File: config.mk
export PLATFORM = sky130hd
export DESIGN_NAME = sdf_sqrt
export DESIGN_NICKNAME = d
export VERILOG_FILES = /design/src/sv/sdf_pkg.sv /design/src/sv/sdf_sqrt.sv
export SDC_FILE = /design/constraint.sdc
export NUM_CORES = 2
export LEC_CHECK = 0
export BUFFER_PORTS_ARGS = -buffer_cell sky130_fd_sc_hd__buf_4
export CORE_ASPECT_RATIO = 0.9
export CORE_MARGIN = 5
export CORE_UTILIZATION = 35
export DETAILED_ROUTE_END_ITERATION = 10
export PLACE_DENSITY = 0.55
export RECOVER_POWER = 50
export SETUP_SLACK_MARGIN = 0.1
export SLEW_MARGIN = 5
export SYNTH_ARGS = -nofsm -noshare
export SYNTH_HDL_FRONTEND = slang
export SYNTH_MEMORY_MAX_BITS = 65536
export SYNTH_SLANG_ARGS = --single-unit
File: constraint.sdc
create_clock -name i_clk -period 3.5 [get_ports i_clk]
set_input_delay 0.525 -clock i_clk [delete_from_list [all_inputs] [get_ports i_clk]]
set_output_delay 0.525 -clock i_clk [all_outputs]
set_load 0.005 [all_outputs]
File: src/sv/sdf_pkg.sv
package sdf_pkg;

    localparam int WORD_BITS_DEF = 32;
    localparam int FRAC_BITS_DEF = 16;

    // configuration registers are unsigned Q.FRAC with one bit less than a word
    localparam int REG_BITS      = 31;
    localparam int CFG_IDX_BITS  = 2;
    localparam int CFG_DATA_BITS = 32;

    localparam logic [CFG_IDX_BITS-1:0] CFG_STIFFNESS = 2'd0;
    localparam logic [CFG_IDX_BITS-1:0] CFG_DAMPING   = 2'd1;
    localparam logic [CFG_IDX_BITS-1:0] CFG_REST      = 2'd2;

    // reset values as whole numbers, scaled by the fraction bits at the top level
    localparam int STIFF_RESET_INT = 640;
    localparam int DAMP_RESET_INT  = 13;
    localparam int REST_RESET_INT  = 1;

endpackage

File: src/sv/sdf_sqrt.sv
module sdf_sqrt #(
    parameter int WORD_BITS = sdf_pkg::WORD_BITS_DEF,
    parameter int SIDE_BITS = 1
) (
    input  logic                   i_clk,
    input  logic                   i_rst_n,
    input  logic                   i_en,
    input  logic                   i_valid,
    input  logic [2*WORD_BITS-1:0] i_rad,
    input  logic [SIDE_BITS-1:0]   i_side,
    output logic                   o_valid,
    output logic [WORD_BITS-1:0]   o_root,
    output logic [SIDE_BITS-1:0]   o_side
);
    import sdf_pkg::*;

    localparam int XW = 2 * WORD_BITS;

    logic [XW-1:0]        r_x   [WORD_BITS];
    logic [XW-1:0]        r_res [WORD_BITS];
    logic [XW-1:0]        n_x   [WORD_BITS];
    logic [XW-1:0]        n_res [WORD_BITS];
    logic [SIDE_BITS-1:0] r_side[WORD_BITS];
    logic [WORD_BITS-1:0] r_v;

    // one result bit per stage, radicand consumed two bits at a time
    always_comb begin
        logic [XW-1:0] x_in;
        logic [XW-1:0] res_in;
        logic [XW-1:0] one_pos;
        logic [XW-1:0] trial;
        for (int k = 0; k < WORD_BITS; k++) begin
            if (k == 0) begin
                x_in   = i_rad;
                res_in = '0;
            end else begin
                x_in   = r_x[k-1];
                res_in = r_res[k-1];
            end
            one_pos = {{(XW-1){1'b0}}, 1'b1} << (2 * (WORD_BITS - 1 - k));
            trial   = res_in + one_pos;
            if (x_in >= trial) begin
                n_x[k]   = x_in - trial;
                n_res[k] = (res_in >> 1) + one_pos;
            end else begin
                n_x[k]   = x_in;
                n_res[k] = res_in >> 1;
            end
        end
    end

    always_ff @(posedge i_clk) begin
        if (!i_rst_n) begin
            r_v <= '0;
        end else if (i_en) begin
            r_v <= {r_v[WORD_BITS-2:0], i_valid};
        end
    end

    always_ff @(posedge i_clk) begin
        if (i_en) begin
            for (int k = 0; k < WORD_BITS; k++) begin
                r_x[k]   <= n_x[k];
                r_res[k] <= n_res[k];
                if (k == 0) begin
                    r_side[k] <= i_side;
                end else begin
                    r_side[k] <= r_side[k-1];
                end
            end
        end
    end

    assign o_valid = r_v[WORD_BITS-1];
    assign o_root  = r_res[WORD_BITS-1][WORD_BITS-1:0];
    assign o_side  = r_side[WORD_BITS-1];

endmodule

==> results.toml <==
[synthesis]
synth_enable_flop_cells = 2544
number_of_unique_standard_cell_types_used_by_synthesis = 89
synthArstFlopShare_pct = 0
syn_area_um2 = 123000
postSynthNetCount = 10334
synthFlopType = "edfxtp_1"
gate_count_after_technology_mapping = 9707
yosysWarnings = 0
synth.yosys.seq_area_share_pct = 62.8
synth_seq_cells = 2576
syn_area_per_cell_um2 = 12.6

[power]
power_frac_seq_pct = 44.6
peakVddDrop_mv = 0.511
switchingPower_mw = 29.0
power.density_cell_area_nw_per_um2 = 643
static-leakage-power_nw = 56.5
switching_share_pct = 30.3
internal_power_mw = 66.9
p_clk_share_pct = 31.1
power.combinational.fraction_pct = 24.3

[routing]
wl_per_cell_um = 21.2
route.vias.total = 82008
drt_iter0_markers = 6282
highest-signal-layer = "met5"
detail_route.wirelength.met1_um = 148000
dr_wl_met2_um = 161000
drt-total-wl_um = 336000
detail_route.first_pass.iterations = 6
via_per_inst = 5.16
drt_drc_violations_left = 0
met3_length_um = 18000
postRouteAntennaNets = 0

[place]
place.gp.congestion = 0.914
hpwl_um = 255000
port_buffers = 102

[clocking]
tritoncts = "built"
clock_sinks = 2576
clkSlewWorstSetupHoldPaths_ns = 0.06
cts.path.max_buffers = 4
clk_latency_ns = 0.94
numCtsBuffers = 287
h-tree-depth = 5
clock_tree.root_cell = "clkbuf_16"

[timing]
clock.fmax_mhz = 282
final_setup_violation_count = 5
worst_hold_slack_ns = 0.188
slew_violations = 392
finalClockSkew_ns = 0.0779
rsz0062_at_grt = "true"
min_period_over_period_pct = 101
max-slew-margin-rel_pct = -30.1
finalWorstSetupSlack_ns = -0.0487
timing_worst_slew_pin_value_ns = 1.95
final.min_clock_period_ns = 3.55
hold_violations = 0

[setup_path]
critical_path.max_fanout = 4
timing.critical_path.to_type = "flip-flop"
setup.worst_path.class = "flip-flop to flip-flop"
rr_worst_depth = 10
critPathRequiredTime_ns = 4.09
timing.critical_path.from_type = "flip-flop"
timing.critical_path.arrival_ns = 4.14

[cells_and_area]
final_net_count = 11612
fillers = 32185
final_core_util_pct = 42.7
fraction_of_layout_instances_using_a_drive_strength_above_1_pct = 17.3
areaGrowthSynthToFinish_pct = 21.8

[floorplanning]
die-width_um = 634
floorplan.core_area_um2 = 350000
die-height_um = 571
initial_utilization_pct = 35.1
die_outline_area_um2 = 362000
core.rowCount = 206
num_io_pins = 103

[global_routing]
grt_max_degree = 97
grt_antenna_before_repair = 9
globalRoute.totalOverflow = 0
vias_in_the_first_global_route = 80874
grt_pass1_wl_um = 501000
track_usage_pct = 17.8

[worst_hold_path]
min_delay_path_depth = 3
holdCritPathClass = "input pin to flip-flop"

[status]
violations = "max-capacitance violations, max-slew violations, negative setup slack"
status = "finished, violations left"

[flow_run]
maxCapViolations = 9
[worst max-delay path, cell delays in order (launching register included)]
cell      delay, ns
edfxtp_1       0.54
ha_4           0.36
nand2_4        0.07
or4_4          0.53
or4_4          0.54
o211ai_1       0.26
buf_4          0.22
nand2_2        0.06
or3_1          0.34
a21o_1         0.17
xnor2_1        0.12
[Yosys cell counts, types with 102 or more instances]
cell type	number	area share, %
nand2b_1	102	0.52
edfxtp_1	2544	62
ha_1	558	5.7
xnor2_1	460	3.3
nand4_1	165	0.84
clkbuf_1	174	0.53
nor2_1	666	2.0
nand2_1	577	1.8
nor3_1	267	1.1
inv_1	681	2.1
a21o_1	226	1.4
xor2_1	432	3.1
o21ai_0	402	1.6
a21oi_1	635	2.6
nor4_1	345	1.8
nand3_1	134	0.55
[stage by stage]
step                      area, um^2  TNS, ns  power (mW)  worst slack (ns)  cells
final                         149000   -0.169        96.0           -0.0487  15888
after CTS                     147000        0        95.7            0.0196  15785
after global routing          149000    -2.73         101           -0.0792  15887
after floorplan               123000        0        55.1            0.0130   9707
after global placement        136000   -20.25        64.8            -0.525  15170
after detailed placement      136000   -24.73        65.0            -0.577  15170
[cell type report]
| cell class | count | area (um^2) | share of cell area (%) |
|---|---|---|---|
| antenna | 2 | 5.00 | 0.00335 |
| timing repair buffer | 1191 | 9340 | 6.26 |
| multi-input combinational | 6241 | 45100 | 30.2 |
| timing repair inverter | 1 | 3.75 | 0.00252 |
| clock inverter | 166 | 1760 | 1.18 |
| tap | 4680 | 5860 | 3.92 |
| sequential | 2576 | 77000 | 51.6 |
| inverter | 687 | 2590 | 1.73 |
| clock buffer | 344 | 7540 | 5.06 |
[final timing paths]
| kind | from | end | slack, ns |
|---|---|---|---|
| min | i_rad[62] | r_x[0][62]$_DFFE_PP_ | 0.19 |
| max | r_x[1][108]$_DFFE_PP_ | r_x[1][179]$_DFFE_PP_ | -0.05 |
| max reg2reg | r_x[1][108]$_DFFE_PP_ | r_x[1][179]$_DFFE_PP_ | -0.05 |
| min reg2reg | r_side[4][0]$_DFFE_PP_ | r_side[4][1]$_DFFE_PP_ | 0.42 |
[flip-flops by register name, summed over array words and instances (netlist names)]
register	count
r_res	528
r_side	32
r_v	32
r_x	1984
[power groups by stage]
stage          sequential (mW)  clock, mW  combinational (mW)
5_1_grt                   43.1       32.0                25.6
3_3_place_gp              43.3          0                21.6
6_report                  42.8       29.8                23.4
4_1_cts                   42.7       30.7                22.3
2_1_floorplan             41.3          0                13.8
3_5_place_dp              43.3          0                21.7
[cell usage in the layout (no fill, tap or decap), types with 67 or more instances in the layout]
cell type / n
a21o_1: 226
a21oi_1: 604
buf_4: 832
clkbuf_1: 196
clkbuf_16: 306
dlygate4sd3_1: 67
edfxtp_1: 2544
ha_1: 526
inv_1: 676
nand2_1: 556
nand2b_1: 99
nand3_1: 119
nand4_1: 165
nor2_1: 633
nor2b_1: 95
nor3_1: 227
nor4_1: 290
o21a_1: 95
o21ai_0: 382
or3_1: 79
xnor2_1: 444
xor2_1: 428
[cell families after synthesis]
family | Yosys count | synth area share, %
XOR/XNOR | 892 | 6.37
buffers and inverters | 891 | 2.76
adder cells (fa/ha/maj) | 558 | 5.70
flip-flops | 2576 | 62.8
multiplexers | 132 | 1.17
AO/OA/AOI/OAI | 1835 | 9.28
AND/OR/NAND/NOR | 2823 | 11.9
[per-layer routing]
layer / global-route usage, % / up-vias
li1: - / 39043
met4: 4.68 / 2
met5: 0 / -
met1: 24.1 / 40225
met3: 2.54 / 502
met2: 30.1 / 2236
[what timing repair did]
| action | in CTS | in global routing |
|---|---|---|
| hold buffers | 67 | 0 |
| hold endpoints to repair | 96 | 0 |
| buffers inserted | 36 | 91 |
| gates resized for setup | 154 | 475 |
| endpoints found under the setup margin | 431 | 528 |
| gates cloned | 2 | 14 |
| pin swaps | 46 | 146 |
Power figures use the tool's default switching activity.
